<file path="config.mk">
export PLATFORM = sky130hd
export DESIGN_NAME = spi_bitbang_pattern_codec
export DESIGN_NICKNAME = d
export VERILOG_FILES = /design/src/sbpc_pkg.sv /design/src/spi_bitbang_pattern_codec.sv /design/src/sbpc_front.sv /design/src/sbpc_fifo.sv /design/src/sbpc_back.sv
export SDC_FILE = /design/constraint.sdc
export NUM_CORES = 1
export LEC_CHECK = 0
export ABC_AREA = 1
export ABC_CLOCK_PERIOD_IN_PS = 3200
export BUFFER_PORTS_ARGS = -buffer_cell sky130_fd_sc_hd__buf_2
export CORE_UTILIZATION = 36
export DETAILED_ROUTE_END_ITERATION = 7
export GPL_TIMING_DRIVEN = 0
export SYNTH_ARGS = -nofsm -noshare
export SYNTH_HDL_FRONTEND = slang
export SYNTH_SLANG_ARGS = --single-unit
</file>
<file path="constraint.sdc">
create_clock -name clk -period 3.2 [get_ports clk]
set_input_delay 0.16 -clock clk [delete_from_list [all_inputs] [get_ports clk]]
set_output_delay 0.16 -clock clk [all_outputs]
set_load 0.02 [all_outputs]
</file>
<file path="src/sbpc_pkg.sv">
// Shared types and constants of the SPI bit-bang pattern codec.
`timescale 1ns / 1ps
package sbpc_pkg;

  localparam int MAX_BURST  = 64;
  localparam int TXC_W      = $clog2(MAX_BURST + 1);
  localparam int RXP_W      = $clog2(16 * MAX_BURST + 3);
  localparam int FIFO_DEPTH = 4;
  localparam int FIFO_AW    = $clog2(FIFO_DEPTH);
  localparam int FIFO_CW    = $clog2(FIFO_DEPTH + 1);

  typedef enum logic [1:0] {
    REG_MOSI   = 2'd0,
    REG_CLOCK  = 2'd1,
    REG_SELECT = 2'd2,
    REG_MISO   = 2'd3
  } reg_idx_t;

  typedef enum logic {
    OP_ENCODE = 1'b0,
    OP_DECODE = 1'b1
  } op_t;

  localparam logic KIND_PIN  = 1'b0;
  localparam logic KIND_BYTE = 1'b1;

  typedef struct packed {
    logic [7:0] mosi;
    logic [7:0] clk;
    logic [7:0] sel;
    logic [7:0] miso;
  } cfg_t;

  localparam cfg_t CFG_RESET = '{mosi: 8'd2, clk: 8'd1, sel: 8'd8, miso: 8'd4};

  typedef struct packed {
    logic       dec;
    logic       opn;
    logic       dat;
    logic       lst;
    logic [7:0] val;
  } cmd_t;

endpackage

</file>
<file path="src/spi_bitbang_pattern_codec.sv">
// Top level of the SPI mode-0 bit-bang pattern codec.
//
// Input stream in_*: one word per encode byte or per decode pin sample.
//   in_tuser selects encode (0) or decode (1); in_tlast ends an encode burst.
// Output stream out_*: pin samples (out_tuser 0) or received bytes
//   (out_tuser 1); out_tlast marks the last word caused by one input word.
// Config port cfg_*: mask registers; user writes only while idle (unchecked).
// The first output word of an input word passes the command queue, the
//   back-end command registers and the output register in that order.
// Throughput: the back end emits one output word per cycle while the
//   receiver takes them; an encode byte yields 16 pin words (17 with the
//   burst opening sample, 18 with the closing pair, 19 with both).
// A four-entry command queue sits between the input side and the sample
//   generator; in_tready drops only when that queue is full.
// Reset clears the burst counters, the queue and the output valid flag and
//   reloads the mask registers with their defaults.
// When the receiver stalls, the output word holds and the queue keeps
//   absorbing input words until full.
`timescale 1ns / 1ps
module spi_bitbang_pattern_codec import sbpc_pkg::*; (
  input  logic        clk,
  input  logic        rst_n,
  input  logic        in_tvalid,
  output logic        in_tready,
  input  logic [15:0] in_tdata,   // [7:0] data, [8] first, [15:9] zero
  input  logic        in_tuser,   // [0] operation
  input  logic        in_tlast,
  output logic        out_tvalid,
  input  logic        out_tready,
  output logic [15:0] out_tdata,  // [7:0] pins, [15:8] rx_byte
  output logic        out_tuser,  // [0] kind
  output logic        out_tlast,
  input  logic        cfg_we,
  input  logic [1:0]  cfg_addr,
  input  logic [7:0]  cfg_wdata
);

  cfg_t cfg_r, cfg_nxt;
  logic q_full, q_push, q_pop, q_valid;
  cmd_t q_wr, q_rd;

  always_comb begin
    cfg_nxt = cfg_r;
    if (cfg_we) begin
      case (reg_idx_t'(cfg_addr))
        REG_MOSI:   cfg_nxt.mosi = cfg_wdata;
        REG_CLOCK:  cfg_nxt.clk  = cfg_wdata;
        REG_SELECT: cfg_nxt.sel  = cfg_wdata;
        REG_MISO:   cfg_nxt.miso = cfg_wdata;
        default:    cfg_nxt      = cfg_r;
      endcase
    end
  end

  always_ff @(posedge clk) begin
    if (!rst_n) begin
      cfg_r <= CFG_RESET;
    end else begin
      cfg_r <= cfg_nxt;
    end
  end

  sbpc_front u_front (
    .clk      (clk),
    .rst_n    (rst_n),
    .in_valid (in_tvalid),
    .in_ready (in_tready),
    .op       (in_tuser),
    .data     (in_tdata[7:0]),
    .first    (in_tdata[8]),
    .last     (in_tlast),
    .cfg      (cfg_r),
    .q_full   (q_full),
    .q_push   (q_push),
    .q_cmd    (q_wr)
  );

  sbpc_fifo u_fifo (
    .clk      (clk),
    .rst_n    (rst_n),
    .push     (q_push),
    .wr_cmd   (q_wr),
    .full     (q_full),
    .pop      (q_pop),
    .rd_valid (q_valid),
    .rd_cmd   (q_rd)
  );

  sbpc_back u_back (
    .clk       (clk),
    .rst_n     (rst_n),
    .cfg       (cfg_r),
    .q_valid   (q_valid),
    .q_cmd     (q_rd),
    .q_pop     (q_pop),
    .out_valid (out_tvalid),
    .out_ready (out_tready),
    .out_kind  (out_tuser),
    .out_data  (out_tdata),
    .out_end   (out_tlast)
  );

endmodule

</file>
<file path="src/sbpc_front.sv">
// Front end: accepts input words, tracks burst counters, issues commands.
`timescale 1ns / 1ps
module sbpc_front import sbpc_pkg::*; (
  input  logic       clk,
  input  logic       rst_n,
  input  logic       in_valid,
  output logic       in_ready,
  input  logic       op,
  input  logic [7:0] data,
  input  logic       first,
  input  logic       last,
  input  cfg_t       cfg,
  input  logic       q_full,
  output logic       q_push,
  output cmd_t       q_cmd
);

  logic [TXC_W-1:0] tx_cnt_r, tx_cnt_nxt;
  logic [RXP_W-1:0] rx_pos_r, rx_pos_nxt;
  logic [7:0]       rx_shift_r, rx_shift_nxt;
  logic [TXC_W-1:0] rx_cnt_r, rx_cnt_nxt;

  logic             acc;
  logic [TXC_W-1:0] tx_cur, rx_cnt_cur;
  logic [RXP_W-1:0] pos_cur, pos_m2;
  logic [7:0]       shift_cur;
  logic             has_res;

  assign in_ready = !q_full;
  assign acc      = in_valid && in_ready;

  always_comb begin
    tx_cnt_nxt   = tx_cnt_r;
    rx_pos_nxt   = rx_pos_r;
    rx_shift_nxt = rx_shift_r;
    rx_cnt_nxt   = rx_cnt_r;
    q_cmd        = '0;
    has_res      = 1'b0;
    tx_cur       = first ? '0 : tx_cnt_r;
    pos_cur      = first ? '0 : rx_pos_r;
    shift_cur    = first ? '0 : rx_shift_r;
    rx_cnt_cur   = first ? '0 : rx_cnt_r;
    pos_m2       = pos_cur - RXP_W'(2);
    if (op == OP_ENCODE) begin
      q_cmd.opn = first;
      q_cmd.lst = last;
      q_cmd.val = data;
      q_cmd.dat = tx_cur < TXC_W'(MAX_BURST);
      has_res   = first || last || q_cmd.dat;
      if (acc) begin
        tx_cnt_nxt = q_cmd.dat ? tx_cur + TXC_W'(1) : tx_cur;
      end
    end else begin
      q_cmd.dec = 1'b1;
      if (acc) begin
        rx_pos_nxt   = pos_cur;
        rx_shift_nxt = shift_cur;
        rx_cnt_nxt   = rx_cnt_cur;
      end
      if (rx_cnt_cur < TXC_W'(MAX_BURST)) begin
        if (pos_cur >= RXP_W'(2) && !pos_cur[0]) begin
          q_cmd.val = {shift_cur[6:0], |(data & cfg.miso)};
          if (acc) begin
            rx_shift_nxt = q_cmd.val;
          end
          if (pos_m2[3:1] == 3'b111) begin
            has_res = 1'b1;
            if (acc) begin
              rx_cnt_nxt = rx_cnt_cur + TXC_W'(1);
            end
          end
        end
        if (acc) begin
          rx_pos_nxt = pos_cur + RXP_W'(1);
        end
      end
    end
    q_push = acc && has_res;
  end

  always_ff @(posedge clk) begin
    if (!rst_n) begin
      tx_cnt_r   <= '0;
      rx_pos_r   <= '0;
      rx_shift_r <= '0;
      rx_cnt_r   <= '0;
    end else begin
      tx_cnt_r   <= tx_cnt_nxt;
      rx_pos_r   <= rx_pos_nxt;
      rx_shift_r <= rx_shift_nxt;
      rx_cnt_r   <= rx_cnt_nxt;
    end
  end

endmodule

</file>
<file path="src/sbpc_fifo.sv">
// Short command queue between front end and back end.
`timescale 1ns / 1ps
module sbpc_fifo import sbpc_pkg::*; (
  input  logic clk,
  input  logic rst_n,
  input  logic push,
  input  cmd_t wr_cmd,
  output logic full,
  input  logic pop,
  output logic rd_valid,
  output cmd_t rd_cmd
);

  cmd_t               mem_r [FIFO_DEPTH];
  logic [FIFO_AW-1:0] wp_r, wp_nxt, rp_r, rp_nxt;
  logic [FIFO_CW-1:0] cnt_r, cnt_nxt;
  logic               do_push, do_pop;

  assign full     = cnt_r == FIFO_CW'(FIFO_DEPTH);
  assign rd_valid = cnt_r != '0;
  assign rd_cmd   = mem_r[rp_r];
  assign do_push  = push && !full;
  assign do_pop   = pop && rd_valid;

  always_comb begin
    wp_nxt  = do_push ? wp_r + FIFO_AW'(1) : wp_r;
    rp_nxt  = do_pop ? rp_r + FIFO_AW'(1) : rp_r;
    cnt_nxt = cnt_r + FIFO_CW'(do_push) - FIFO_CW'(do_pop);
  end

  always_ff @(posedge clk) begin
    if (do_push) begin
      mem_r[wp_r] <= wr_cmd;
    end
  end

  always_ff @(posedge clk) begin
    if (!rst_n) begin
      wp_r  <= '0;
      rp_r  <= '0;
      cnt_r <= '0;
    end else begin
      wp_r  <= wp_nxt;
      rp_r  <= rp_nxt;
      cnt_r <= cnt_nxt;
    end
  end

endmodule

</file>
<file path="src/sbpc_back.sv">
// Back end: expands commands into pin samples and received bytes.
`timescale 1ns / 1ps
module sbpc_back import sbpc_pkg::*; (
  input  logic        clk,
  input  logic        rst_n,
  input  cfg_t        cfg,
  input  logic        q_valid,
  input  cmd_t        q_cmd,
  output logic        q_pop,
  output logic        out_valid,
  input  logic        out_ready,
  output logic        out_kind,
  output logic [15:0] out_data,
  output logic        out_end
);

  logic        dec_r, dec_nxt, opn_r, opn_nxt, dat_r, dat_nxt, lst_r, lst_nxt;
  logic        tp_r, tp_nxt;
  logic [3:0]  cnt_r, cnt_nxt;
  logic [7:0]  val_r, val_nxt;
  logic        ov_r, ov_nxt;
  logic        ok_r, ok_nxt, oe_r, oe_nxt;
  logic [15:0] od_r, od_nxt;

  logic        busy, advance, emit, fin, w_kind;
  logic [7:0]  w_pins, w_rx;

  assign busy    = dec_r || opn_r || dat_r || lst_r;
  assign advance = !ov_r || out_ready;
  assign emit    = busy && advance;

  always_comb begin
    w_kind = KIND_PIN;
    w_pins = '0;
    w_rx   = '0;
    fin    = 1'b0;
    if (dec_r) begin
      w_kind = KIND_BYTE;
      w_rx   = val_r;
      fin    = 1'b1;
    end else if (opn_r) begin
      fin = !dat_r && !lst_r;
    end else if (dat_r) begin
      w_pins = (val_r[~cnt_r[3:1]] ? cfg.mosi : 8'h00) | (cnt_r[0] ? cfg.clk : 8'h00);
      fin    = (cnt_r == 4'hF) && !lst_r;
    end else if (lst_r) begin
      w_pins = tp_r ? cfg.sel : (cfg.sel | cfg.clk);
      fin    = tp_r;
    end
  end

  always_comb begin
    dec_nxt = dec_r;
    opn_nxt = opn_r;
    dat_nxt = dat_r;
    lst_nxt = lst_r;
    tp_nxt  = tp_r;
    cnt_nxt = cnt_r;
    val_nxt = val_r;
    q_pop   = q_valid && (!busy || (emit && fin));
    if (emit) begin
      if (dec_r) begin
        dec_nxt = 1'b0;
      end else if (opn_r) begin
        opn_nxt = 1'b0;
      end else if (dat_r) begin
        cnt_nxt = cnt_r + 4'd1;
        if (cnt_r == 4'hF) begin
          dat_nxt = 1'b0;
        end
      end else if (lst_r) begin
        if (tp_r) begin
          lst_nxt = 1'b0;
        end else begin
          tp_nxt = 1'b1;
        end
      end
    end
    if (q_pop) begin
      dec_nxt = q_cmd.dec;
      opn_nxt = q_cmd.opn;
      dat_nxt = q_cmd.dat;
      lst_nxt = q_cmd.lst;
      val_nxt = q_cmd.val;
      tp_nxt  = 1'b0;
      cnt_nxt = '0;
    end
    ov_nxt = ov_r;
    ok_nxt = ok_r;
    oe_nxt = oe_r;
    od_nxt = od_r;
    if (advance) begin
      ov_nxt = busy;
      ok_nxt = w_kind;
      oe_nxt = fin;
      od_nxt = {w_rx, w_pins};
    end
  end

  always_ff @(posedge clk) begin
    if (!rst_n) begin
      dec_r <= 1'b0;
      opn_r <= 1'b0;
      dat_r <= 1'b0;
      lst_r <= 1'b0;
      tp_r  <= 1'b0;
      cnt_r <= '0;
      ov_r  <= 1'b0;
    end else begin
      dec_r <= dec_nxt;
      opn_r <= opn_nxt;
      dat_r <= dat_nxt;
      lst_r <= lst_nxt;
      tp_r  <= tp_nxt;
      cnt_r <= cnt_nxt;
      ov_r  <= ov_nxt;
    end
  end

  always_ff @(posedge clk) begin
    val_r <= val_nxt;
    ok_r  <= ok_nxt;
    oe_r  <= oe_nxt;
    od_r  <= od_nxt;
  end

  assign out_valid = ov_r;
  assign out_kind  = ok_r;
  assign out_end   = oe_r;
  assign out_data  = od_r;

endmodule

</file>
## After elaboration in Yosys (flattened, before gate mapping)

Memories as Yosys holds them, arrays and structs flattened. A register that Yosys moved wholly into a read port is not among the register bits.
Index checks and enable logic that the tools add are counted.
W data, S select, Z words.

| word-level totals | value |
|---|---|
| memories kept | 1 |
| word-level logic and storage cells | 154 |
| register bits | 108 |
| input bits | 33 |
| memory bits (writable) | 48 |

| operators by class | value |
|---|---|
| bitwise gates (word level) | 9 |
| magnitude comparators | 4 |
| multiplexer cells | 60 |
| equality and inequality tests | 9 |
| add/sub/neg operators | 9 |
| reductions and logical operators | 39 |

Memories:

| name | words | width | read ports | clocked after memory_dff | write ports | RTL line | RTL |
|---|---|---|---|---|---|---|---|
| u_fifo.mem_r | 4 | 12 | 1 | 1 | 1 | sbpc_fifo.sv:14 | `cmd_t mem_r [FIFO_DEPTH];` |

Operators by type and width:

| kind | number |
|---|---|
| $mux W8 | 13 |
| $mux W7 | 8 |
| $mux W11 | 4 |
| $mux W1 | 31 |
| $or A8 B8 Y8 | 2 |
| $add A7 B1 Y7 const B | 2 |
| $lt A7 B7 Y1 const B | 2 |
| $reduce_and A2 Y1 | 6 |
| $add A11 B1 Y11 const B | 1 |
| $ge A11 B2 Y1 const B | 1 |
| $logic_and A1 B1 Y1 | 10 |
| $and A8 B8 Y8 | 1 |
| $reduce_and A4 Y1 | 2 |
| $reduce_or A8 Y1 | 1 |
| $logic_or A1 B1 Y1 | 7 |
| $eq A3 B3 Y1 const B | 2 |
| $logic_not A1 Y1 | 6 |
| $ne A2 B2 Y1 const B | 3 |
| $not A1 Y1 | 5 |
| $reduce_and A5 Y1 | 1 |
| $add A2 B1 Y2 const B | 2 |
| $add A4 B1 Y4 const B | 1 |
| $eq A2 B2 Y1 const B | 2 |
| $eq A4 B4 Y1 const B | 1 |
| other kinds (14) | 16 |

## Longest topological paths before layout

Gate-level depths: netlist (run 1).

| logic depth | value |
|---|---|
| depth in word-level cells | 11 |
| gate-level depth with buffers | 17 |

## By module

From an unflattened synthesis (run 1), not the netlist that was laid out.

| second synthesis, totals | value |
|---|---|
| cell total of the unflattened synthesis | 883 |
| area total of the unflattened synthesis | 7392.1 um^2 |

By module, submodules not included:

| module | cells each | sequential area each (um^2) | times used | area an instance (um^2) |
|---|---|---|---|---|
| sbpc_fifo | 182 | 1621.6 | 1 | 2269.7 |
| sbpc_front | 307 | 640.6 | 1 | 2003.2 |
| sbpc_back | 194 | 980.9 | 1 | 1747.9 |
| spi_bitbang_pattern_codec | 200 | 640.6 | 1 | 1371.3 |

## Least setup slack after synthesis (run 1)

OpenSTA, ideal clock, no wires.

| timing path | value |
|---|---|
| path type | reg-to-reg |
| start point | register u_back.ov_r (netlist: u_back.out_valid) |
| end point | register u_fifo.cnt_r[2] |
| slack | 706 ps |
| stages on the path, launching flop included | 16 |
| buffers on the path | 0 |
| arrival | 2424 ps |
| clock period less this slack | 2494 ps |
| cell sequence | dfxtp_1 > inv_1 > nor2_1 > inv_2 > nand2_1 > nand2_1 > nand2_1 > inv_2 > ha_1 > inv_1 > ha_1 > inv_1 > fa_1 > inv_1 > o21ai_0 > a21oi_1 |

| on the way | value |
|---|---|
| longest elaborated chain between the ends | 8 |

Ends and longest elaborated chain:

| what | RTL line | RTL |
|---|---|---|
| start: declaration | sbpc_back.sv:21 | `logic ov_r, ov_nxt;` |
| start signal: assignment | sbpc_back.sv:116 | `ov_r <= ov_nxt;` |
| $logic_not A1 Y1 | sbpc_back.sv:29 | `assign advance = !ov_r \|\| out_ready;` |
| $logic_or A1 B1 Y1 | sbpc_back.sv:29 |  |
| $logic_and A1 B1 Y1 | sbpc_back.sv:30 | `assign emit = busy && advance;` |
| $logic_and A1 B1 Y1 | sbpc_back.sv:60 | `q_pop = q_valid && (!busy \|\| (emit && fin));` |
| $logic_or A1 B1 Y1 | sbpc_back.sv:60 |  |
| $logic_and A1 B1 Y1 | sbpc_back.sv:60 |  |
| via q_pop | spi_bitbang_pattern_codec.sv:39 | `logic q_full, q_push, q_pop, q_valid;` |
| $logic_and A1 B1 Y1 | sbpc_fifo.sv:23 | `assign do_pop = pop && rd_valid;` |
| $sub A3 B1 Y3 | sbpc_fifo.sv:28 | `cnt_nxt = cnt_r + FIFO_CW'(do_push) - FIFO_CW'(do_pop);` |
| end signal: assignment | sbpc_fifo.sv:45 | `cnt_r <= cnt_nxt;` |
| end: declaration | sbpc_fifo.sv:16 | `logic [FIFO_CW-1:0] cnt_r, cnt_nxt;` |

The timed path passes the listed nets, and every way through them passes these cells.
A chain may end at the register's enable or synchronous reset.

## Worst setup path in the final report (run 1)

Same ends and word-level chain as after synthesis.

==> flow_summary.ini, run 1 <==
[cts]
htreeDepth = 4
clk_pin_slew_ns = 0.06
cts_setup_buffers = 0
cts_tree = built
clockBufferDepth = 2
clock_latency_ns = 0.43
cts_sinks = 157
cts-root-buf = clkbuf_16
cts_made_buffers = 17

[worst_hold_path]
hold_depth = 3
hold_start = cfg_wdata[1]
hold_class = in2reg
min_to = cfg_r[25]

[routing]
first_pass_iters = 5
wl_per_cell_um = 14.34
wirelength_mm = 16.80
vias_per_cell = 4.800
num_vias = 5621
ant_nets = 0
drt_iter0_drc = 381
drc_errors = 0

[floorplanning]
core_um2 = 19460
rows = 51
die_w_um = 143.1
top_level_ports = 53
die_area_um2 = 20480
die_y_um = 143.1
start_util_pct = 36.82

[worst_setup_path]
path_cells = inv_1, nor2_1, inv_2, nand2_1, nand2_1, nand2_1, clkinv_2, ha_1, inv_1, ha_1, inv_1, fa_1, inv_1, o21ai_0, a21oi_1
cp_common_cell = inv_1
worstSetupPathType = reg2reg
cpLargestDelayFamily = adder cells
end_kind = register
crit_fanout = 25
critPathMaxStageDelay_ns = 0.35
r2r-start = u_back.out_valid
reg2reg_depth = 15
arrival_ns = 3.29
cp.required_ns = 3.56
timing.rr.end = u_fifo.cnt_r[2]
crit_path_top_delay_cell = ha_1
startpoint_type = register
cp.buffers_inverters = 6
rrSetupSlack_ns = 0.27

[sta]
rsz0062_at_grt = false
worst_pin_slew_ns = 1.200
slew_viol_final = 0
finalWorstSetupSlack_ns = 0.2721
fin_setup_tns_ns = 0
whs_ns = 0.008000
fmax_mhz = 341.5
period_needed_ns = 2.928
hold_violations = 0
finalSetupViolations = 0
skew_ns = 0.009543
max_slew_margin_pct = 19.72
fin_crit_sh_pct = 91.50

[power_and_ir_drop]
power_density_nw_per_um2 = 711.8
p_leak_nw = 3.323
vdd_ir_drop_max_mv = 0.3853
switchingPower_mw = 1.898
power_mw = 5.889
p_clk_share_pct = 32.5
p_sw_share_pct = 32.23
comb_power_share_pct = 23.5
internal_power_mw = 3.991
seqPwrFrac_pct = 44.0

[synth]
ys_types = 49
syn-num-nets = 876
yosys_register_bits = 157
ys.warnings.count = 0
synth_ff_type = dfxtp_1
synthCells = 831
synth_edf_count = 74
avgSynthCellArea_um2 = 8.624
ys_seq_area_share_pct = 54.19
synth_area_um2 = 7167
async_flop_share_pct = 0

[finish]
syn2layout_area_growth_pct = 15.43
seq_area_um2 = 3884
drive_gt1_share_pct = 13.25
diodes = 0
multi_input_area_um2 = 2805
final.fill_count = 1927
final_util_pct = 42.51
final_area_um2 = 8273
nNetsFinal = 939
final_cells = 1171

[global_route]
busiest_layer = met2
overflow = 0
globalRouteMet2Util_pct = 26.80
grt_max_degree = 26
use_met3_pct = 3.789
grt.total_usage_pct = 17.14
met1_usage_pct = 23.04
antenna_found_initial = 0
grt_pass1_wl_mm = 26.55
grt_pass1_vias = 5120

[placed_design]
place_inst = 1139
post-place-ws_ns = 0.3132
port_buffers = 43
dpl.hpwl_mm = 11.77
placement.cell_area_um2 = 7714
gp_congestion = 0.8134

[status]
outcome = finished clean

[run]
cap_viol_max_count = 0
[worst reg2reg max path, delay by kind of cell, from the launching register on]
kind	cells	cell delay, ns
AOI/OAI and AO/OA	2	0.24
DFF	1	0.32
buffers and inverters	6	0.73
adders and majority gates	3	0.83
and+or+nand+nor	4	0.74
[how the worst max path moves through the flow]
stage / end / slack, ns / cells past startpoint / start
after floorplan: u_fifo.cnt_r[2] / 0.71 / 15 / u_back.out_valid
after CTS: u_fifo.cnt_r[2] / 0.26 / 17 / u_back.cnt_r[1]
final: u_fifo.cnt_r[2] / 0.27 / 15 / u_back.out_valid
after global routing: u_fifo.cnt_r[2] / 0.006 / 15 / u_back.out_valid
after global placement: u_fifo.cnt_r[2] / 0.32 / 17 / u_back.cnt_r[1]
after detailed placement: u_fifo.cnt_r[2] / 0.31 / 17 / u_back.cnt_r[1]
[metal layers]
| layer | vias to the layer above | routed length (um) |
|---|---|---|
| met5 | - | 0 |
| met4 | 0 | 273 |
| met3 | 21 | 775 |
| met2 | 131 | 7597 |
| met1 | 2572 | 8148 |
| li1 | 2897 | - |
[layout make-up]
class	count	share of cell area, %
clock inverter	7	0.8016
multi-input combinational	559	33.91
tap	265	4.008
buffer	23	1.422
timing repair buffer	44	2.722
inverter	92	4.371
clock buffer	24	5.823
sequential	157	46.94
[flip-flops by register name, indices dropped and copies added (netlist names), 4 cells and up, named ones only]
name and cells:
u_front.rx_cnt_r 6, cfg_r 32, u_fifo.mem_r 48, u_back.out_data 16
u_back.val_r 8, u_front.rx_pos_r 10, u_front.tx_cnt_r 7, u_front.rx_shift_r 6
u_back.cnt_r 4
[power groups by stage]
stage               logic (mW)  registers [mW]  clock network [mW]
floorplan                0.855            2.73                   0
global placement          1.37            2.63                   0
CTS                       1.39            2.60                1.93
detailed placement        1.38            2.64                   0
global route              1.56            2.63                2.01
finish                    1.38            2.59                1.91
[kinds of logic (layout without fill, tap and decap cells)]
kind of cell / count (synthesis) / count (layout) / synth area share [%]
AND/OR/NAND/NOR: 368 / 368 / 23.52
AO/OA/AOI/OAI: 174 / 174 / 12.81
flip-flops: 157 / 157 / 54.19
buffers and inverters: 115 / 190 / 6.669
adder cells (fa/ha/maj): 12 / 12 / 2.200
XOR/XNOR: 5 / 5 / 0.6110
[cell usage after synthesis (2+ instances only)]
cell type	n	area (um^2)
nor2_1	147	551.8
nand2_1	130	488.0
o21ai_0	96	480.5
dfxtp_1	83	1662
inv_1	78	292.8
edfxtp_1	74	2222
a21oi_1	44	220.2
nand3_1	29	145.1
clkbuf_1	17	63.81
o22ai_1	13	81.33
nor3_1	12	60.06
ha_1	11	137.6
inv_2	11	41.29
nand2_2	11	68.82
nand4_1	8	50.05
o21ai_1	8	40.04
a31oi_1	4	25.02
nand2_4	4	45.04
nand3b_1	4	30.03
xor2_1	4	35.03
nand4_2	3	37.54
nor2_2	3	18.77
nor2_8	3	60.06
nor3b_1	3	22.52
o211ai_1	3	22.52
buf_6	2	22.52
nand3_2	2	20.02
nand3_4	2	35.03
o21a_1	2	15.01
[cells in the final DEF, fill, tap and decap left out, drive strengths merged, types with 4 or more instances in the layout]
cell,n
nor3,13
buf,49
o22ai,13
a31oi,4
clkinv,6
nor2,154
nand2,145
inv,91
edfxtp,74
o21ai,105
xor2,4
ha,11
clkbuf,41
dfxtp,83
nand3,33
nand4,11
nand3b,4
a21oi,45
[repair_timing]
item / CTS / global route
hold buffers: 1 / 0
gates resized for setup: 0 / 1
endpoints found under the setup margin: 0 / 1
hold endpoints to repair: 3 / 0
(Power assumes the default switching activity.)
==> inputs of run 2 (changes only) <==
--- a/config.mk
+++ b/config.mk
@@ -6,7 +6,7 @@
 export NUM_CORES = 1
 export LEC_CHECK = 0
 export ABC_AREA = 1
-export ABC_CLOCK_PERIOD_IN_PS = 3200
+export ABC_CLOCK_PERIOD_IN_PS = 3100
 export BUFFER_PORTS_ARGS = -buffer_cell sky130_fd_sc_hd__buf_2
 export CORE_UTILIZATION = 36
 export DETAILED_ROUTE_END_ITERATION = 7
==> constraint.sdc (replaced) <==
create_clock -name clk -period 3.1 [get_ports clk]
set_input_delay 0.155 -clock clk [delete_from_list [all_inputs] [get_ports clk]]
set_output_delay 0.155 -clock clk [all_outputs]
set_load 0.02 [all_outputs]
==> run 2 against run 1 <==
  * Sequential share of layout area down 0.15 points
  * First-iteration DRC count down 1.3%
  * Critical path depth down 7
  * Largest power group unchanged
  * Clock-buffer cell count unchanged
  * Cell count up 0.17%
  * Hold slack better by 0.0073 ns
  * Global-route usage about the same
  * Setup slack better by 0.0076 ns
==> flow_summary.ini, run 2 (same netlist as run 1, synthesis figures left out) <==
[sta]
worst_pin_slew_ns = 1.213
rsz0062_at_grt = false
fin_setup_tns_ns = 0
period_needed_ns = 2.820
max_slew_margin_pct = 18.81
slew_viol_final = 0
hold_violations = 0
fmax_mhz = 354.6
fin_crit_sh_pct = 90.98
finalSetupViolations = 0
skew_ns = 0.008399

[routing]
wl_per_cell_um = 14.36
num_vias = 5639
wirelength_mm = 16.84
vias_per_cell = 4.807
ant_nets = 0
drt_iter0_drc = 376
first_pass_iters = 5
drc_errors = 0

[global_route]
grt.total_usage_pct = 17.16
overflow = 0
antenna_found_initial = 0
grt_max_degree = 26
globalRouteMet2Util_pct = 26.85
use_met3_pct = 3.789
grt_pass1_wl_mm = 26.59
met1_usage_pct = 23.04
busiest_layer = met2
grt_pass1_vias = 5128

[finish]
nNetsFinal = 941
final.fill_count = 1926
drive_gt1_share_pct = 13.33
diodes = 0
final_cell_mix = nor2_1, nand2_1, o21ai_0
top_register = u_fifo.mem_r
largest_reg_flops = 48
final_cells = 1173
final_common_cell = nor2_1
syn2layout_area_growth_pct = 15.80

[worst_setup_path]
startpoint_type = register
end_kind = register
cp.required_ns = 3.14
cpLargestDelayFamily = simple AND/OR/NAND/NOR gates
timing.rr.end = u_fifo.mem_r[1][3]
cp_common_cell = inv_2
path_depth = 8
critPathMaxStageDelay_ns = 0.91
worstSetupPathType = reg2reg
r2r-start = u_fifo.cnt_r[1]
crit_fanout = 12
path_cells = inv_2, nand3_2, nand2_4, nor2_2, o21ai_1, nand2_2, inv_2, nor2_1
reg2reg_depth = 8
rrSetupSlack_ns = 0.28
arrival_ns = 2.86
cp.buffers_inverters = 2
crit_path_top_delay_cell = nor2_1

[floorplanning]
top_level_ports = 53
die_w_um = 143.1
die_area_um2 = 20480
core_um2 = 19460
die_y_um = 143.1
rows = 51
start_util_pct = 36.82

[worst_hold_path]
hold_start = cfg_wdata[4]
hold_class = in2reg
min_to = cfg_r[28]
hold_depth = 3

[status]
outcome = finished clean

[cts]
clk_pin_slew_ns = 0.06
cts_sinks = 157
htreeDepth = 4
cts_made_buffers = 17
cts_setup_buffers = 0
clock_latency_ns = 0.43
cts_tree = built
cts-root-buf = clkbuf_16
clockBufferDepth = 2

[power_and_ir_drop]
p_leak_nw = 3.332
vdd_ir_drop_max_mv = 0.3990
power_density_nw_per_um2 = 734.2

[placed_design]
port_buffers = 43
gp_congestion = 0.8134
dpl.hpwl_mm = 11.77
place_inst = 1139

[run]
cap_viol_max_count = 0
run 2: tightest hold or removal path, stage by stage:
cell	delay, ns
buf_2	0.12
nor2_1	0.05
nor2_1	0.08
run 2: worst max-delay path by stage:
stage                                 from            endpoint  slack, ns
after floorplan           u_back.out_valid     u_fifo.cnt_r[2]       0.61
after global placement     u_back.cnt_r[1]     u_fifo.cnt_r[2]       0.22
after detailed placement   u_back.cnt_r[1]     u_fifo.cnt_r[2]       0.21
after CTS                  u_back.cnt_r[1]     u_fifo.cnt_r[2]       0.16
after global routing       u_back.cnt_r[1]     u_fifo.cnt_r[2]       0.05
final                      u_fifo.cnt_r[1]  u_fifo.mem_r[1][3]       0.28
run 2: routing by layer:
layer,vias to the layer above,part of all wire [%]
met5,-,0
met4,0,1.6
met3,18,4.9
met2,150,46
met1,2574,48
li1,2897,-
run 2: power breakdown:
| group | switching [mW] | total, mW | internal (mW) | leakage (nW) |
|---|---|---|---|---|
| Sequential | 0.142 | 2.68 | 2.53 | 1.40 |
| Clock | 0.813 | 1.97 | 1.16 | 0.270 |
| Combinational | 1.01 | 1.44 | 0.430 | 1.66 |
run 2: stage by stage:
stage	power, mW	utilization [%]	hold WS, ns	cell area, um^2	setup WS [ns]
final	6.094	42.64	0.01527	8299	0.2798
after global routing	6.416	42.64	0.03071	8299	0.05354
after CTS	6.115	42.60	0.01036	8292	0.1634
after detailed placement	4.147	39.63	0.4335	7714	0.2132
after global placement	4.128	39.63	0.4336	7714	0.2231
after floorplan	3.700	-	0.2539	7167	0.6061
run 2: layout make-up:
| type | instances | area [um^2] | area share, % |
|---|---|---|---|
| flip-flops and latches | 157 | 3884 | 46.80 |
| multi-input cells | 559 | 2808 | 33.83 |
| clock buffers | 24 | 481.7 | 5.804 |
| inverters | 92 | 365.4 | 4.402 |
| well taps | 265 | 331.6 | 3.995 |
| repair buffers | 46 | 245.2 | 2.955 |
| plain buffers | 23 | 117.6 | 1.417 |
| clock inverters | 7 | 66.31 | 0.7990 |
run 2: what timing repair did:
item,4_1_cts,5_1_grt
gates resized for setup,0,5
setup endpoints to repair,0,1
hold buffers,3,0
endpoints found under the hold margin,6,0
==> inputs of run 3 (changes only) <==
--- a/config.mk
+++ b/config.mk
@@ -5,7 +5,6 @@
 export SDC_FILE = /design/constraint.sdc
 export NUM_CORES = 1
 export LEC_CHECK = 0
-export ABC_AREA = 1
 export ABC_CLOCK_PERIOD_IN_PS = 3100
 export BUFFER_PORTS_ARGS = -buffer_cell sky130_fd_sc_hd__buf_2
 export CORE_UTILIZATION = 36
==> run 3 against run 2 <==
  * The run now ends with design-rule violations left
  * Critical path depth is 6 higher
  * First-iteration DRC count is 34% lower
  * Global-route usage is 0.31 points lower
  * Cell area is 5.4% lower
  * Clock-buffer cell count is 3 lower
  * Register-to-register slack worse by 0.08 ns
  * Flip-flop and latch count stayed put
  * Sequential power is 1% lower
  * Setup slack worse by 0.080 ns
  * Sequential share of layout area is 2.7 points higher
  * Die area is 6.0% lower
  * Via count is 16% lower
  * Critical path type unchanged
==> flow_summary.ini, run 3 <==
[placed_design]
gp_congestion = 0.8699
dpl.hpwl_mm = 11.05
place_inst = 878
post-place-ws_ns = -0.5542
port_buffers = 44

[power_and_ir_drop]
p_leak_nw = 2.943
vdd_ir_drop_max_mv = 0.4558
power_density_nw_per_um2 = 762.8
power_mw = 5.992

[worst_setup_path]
cpLargestDelayFamily = adder cells
r2r-start = u_back.cnt_r[0]
crit_path_top_delay_cell = fa_1
startpoint = u_back.cnt_r[0]
path_depth = 14
crit_fanout = 18
end_kind = register
startpoint_type = register
reg2reg_depth = 14
critPathMaxStageDelay_ns = 0.37
path_cells = ha_1, and4b_1, o21ai_0, o21ai_2, and2_1, buf_6, ha_1, inv_1, ha_1, inv_1, fa_1, xor2_1, xnor2_1, nor2_1
cp.buffers_inverters = 3
arrival_ns = 3.18
cp_common_cell = ha_1
cp.required_ns = 3.38
worstSetupPathType = reg2reg

[routing]
drt_iter0_drc = 250
ant_nets = 0
num_vias = 4760
wirelength_mm = 15.22
first_pass_iters = 7
vias_per_cell = 5.225
wl_per_cell_um = 16.71
drc_errors = 8

[global_route]
overflow = 0
grt_pass1_wl_mm = 25.06
antenna_found_initial = 0
grt.total_usage_pct = 16.85
grt_max_degree = 19
grt_pass1_vias = 4858

[floorplanning]
die_w_um = 138.7
top_level_ports = 53
start_util_pct = 37.09
rows = 49
die_y_um = 138.7
core_um2 = 18150
die_area_um2 = 19250

[synth]
synth_xor_area_share_pct = 2.342
avgSynthCellArea_um2 = 11.13
ys_types = 59
yosys_register_bits = 157
syn-num-nets = 650
synth_compound_area_share_pct = 8.959
synthTopCellsByCount = nand2_1, dfxtp_1, edfxtp_1, nor2_1, a21oi_1
ys.warnings.count = 0
async_flop_share_pct = 0
synth_edf_count = 74
yosys.area_share.adder_pct = 2.342
synthCells = 605
synth_simple_gate_area_share_pct = 17.75
ys_seq_area_share_pct = 57.70
synth_area_um2 = 6731
synth_ff_type = dfxtp_1
synth_top_family_by_area = simple AND/OR/NAND/NOR gates
yosysMostFrequentCell = nand2_1
synth.area.top_cells = edfxtp_1, dfxtp_1, nand2_1, mux4_2, mux2i_1
synth_top_area_share_pct = 33.01
synth_top_cell_by_area = edfxtp_1
synthMuxAreaShare_pct = 8.587

[finish]
diodes = 0
syn2layout_area_growth_pct = 16.69
drive_gt1_share_pct = 17.60
final_cells = 911
largest_reg_flops = 48
nNetsFinal = 714
final_cell_mix = nand2_1, dfxtp_1, edfxtp_1
top_register = u_fifo.mem_r
final_common_cell = nand2_1

[sta]
fin_setup_tns_ns = 0
fin_crit_sh_pct = 93.54
finalWorstSetupSlack_ns = 0.2002
whs_ns = 0.01165
worst_pin_slew_ns = 0.7272
fmax_mhz = 344.8
period_needed_ns = 2.900
slew_viol_final = 0
finalSetupViolations = 0
skew_ns = 0.01440
hold_violations = 0
max_slew_margin_pct = 51.34

[cts]
cts-root-buf = clkbuf_16
clock_latency_ns = 0.42
cts_made_buffers = 17
cts_tree = built
clockBufferDepth = 2
cts_sinks = 157
clk_pin_slew_ns = 0.06
htreeDepth = 4

[run]
cap_viol_max_count = 0

[status]
violations = design-rule violations
outcome = finished, violations left

[worst_hold_path]
hold_depth = 3
hold_class = in2reg
hold_start = cfg_wdata[5]
==> run 3: kinds of logic (layout without fill, tap and decap cells) <==
| group | Yosys count | after routing |
|---|---|---|
| buffers and inverters | 39 | 116 |
| flip-flops | 157 | 157 |
| multiplexers | 40 | 40 |
| XOR/XNOR | 18 | 18 |
| adder cells (fa/ha/maj) | 12 | 12 |
| AO/OA/AOI/OAI | 91 | 91 |
| AND/OR/NAND/NOR | 248 | 248 |
==> run 3: report_power, final <==
part / switching [mW] / leakage (nW) / internal [mW]
clock: 0.832 / 0.288 / 1.21
sequential: 0.141 / 1.40 / 2.50
combinational: 0.803 / 1.25 / 0.509
total: 1.78 / 2.94 / 4.22
==> run 3: area by class of cell <==
cell class	count	area [um^2]
Fill cell	1724	10290
Sequential cell	157	3885
Multi-Input combinational cell	409	2700
Clock buffer	21	483.0
Tap cell	229	286.5
Timing Repair Buffer	45	227.7
Buffer	25	108.9
Clock inverter	11	106.4
Inverter	13	52.55
Timing Repair inverter	1	5.005
==> run 3: metal layers <==
| metal | GRT usage, % | share of wire [%] | vias up |
|---|---|---|---|
| met5 | 0 | 0 | - |
| met4 | 5.439 | 1.2 | 0 |
| met3 | 3.833 | 4.7 | 16 |
| met2 | 29.60 | 51 | 109 |
| met1 | 20.46 | 43 | 2310 |
| li1 | - | - | 2325 |
==> run 3: what timing repair did <==
action | in CTS | in global routing
hold buffers | 0 | 0
cloned | 1 | 0
hold endpoints to repair | 0 | 0
endpoints found under the setup margin | 2 | 14
setup buffers | 0 | 1
resized for setup | 2 | 4
==> run 3: path summary, 6_finish.rpt <==
path	to	slack, ns
worst max-delay path	u_fifo.cnt_r[2]	0.20
worst min register to register	cfg_r[8]	0.46
worst max register to register	u_fifo.cnt_r[2]	0.20
worst min-delay path	cfg_r[13]	0.01
==> run 3: tightest hold or removal path, delay by kind of cell <==
kind	cells	cell delay, ns
buffers and inverters	1	0.13
AO/OA/AOI/OAI	1	0.05
AND/OR/NAND/NOR	1	0.06
==> run 3: per-stage QoR <==
stage | utilization, % | area (um^2)
6_report | 43.28 | 7855
5_1_grt | 43.28 | 7855
4_1_cts | 43.20 | 7839
3_5_place_dp | 39.91 | 7243
3_3_place_gp | 39.91 | 7243
2_1_floorplan | - | 6736
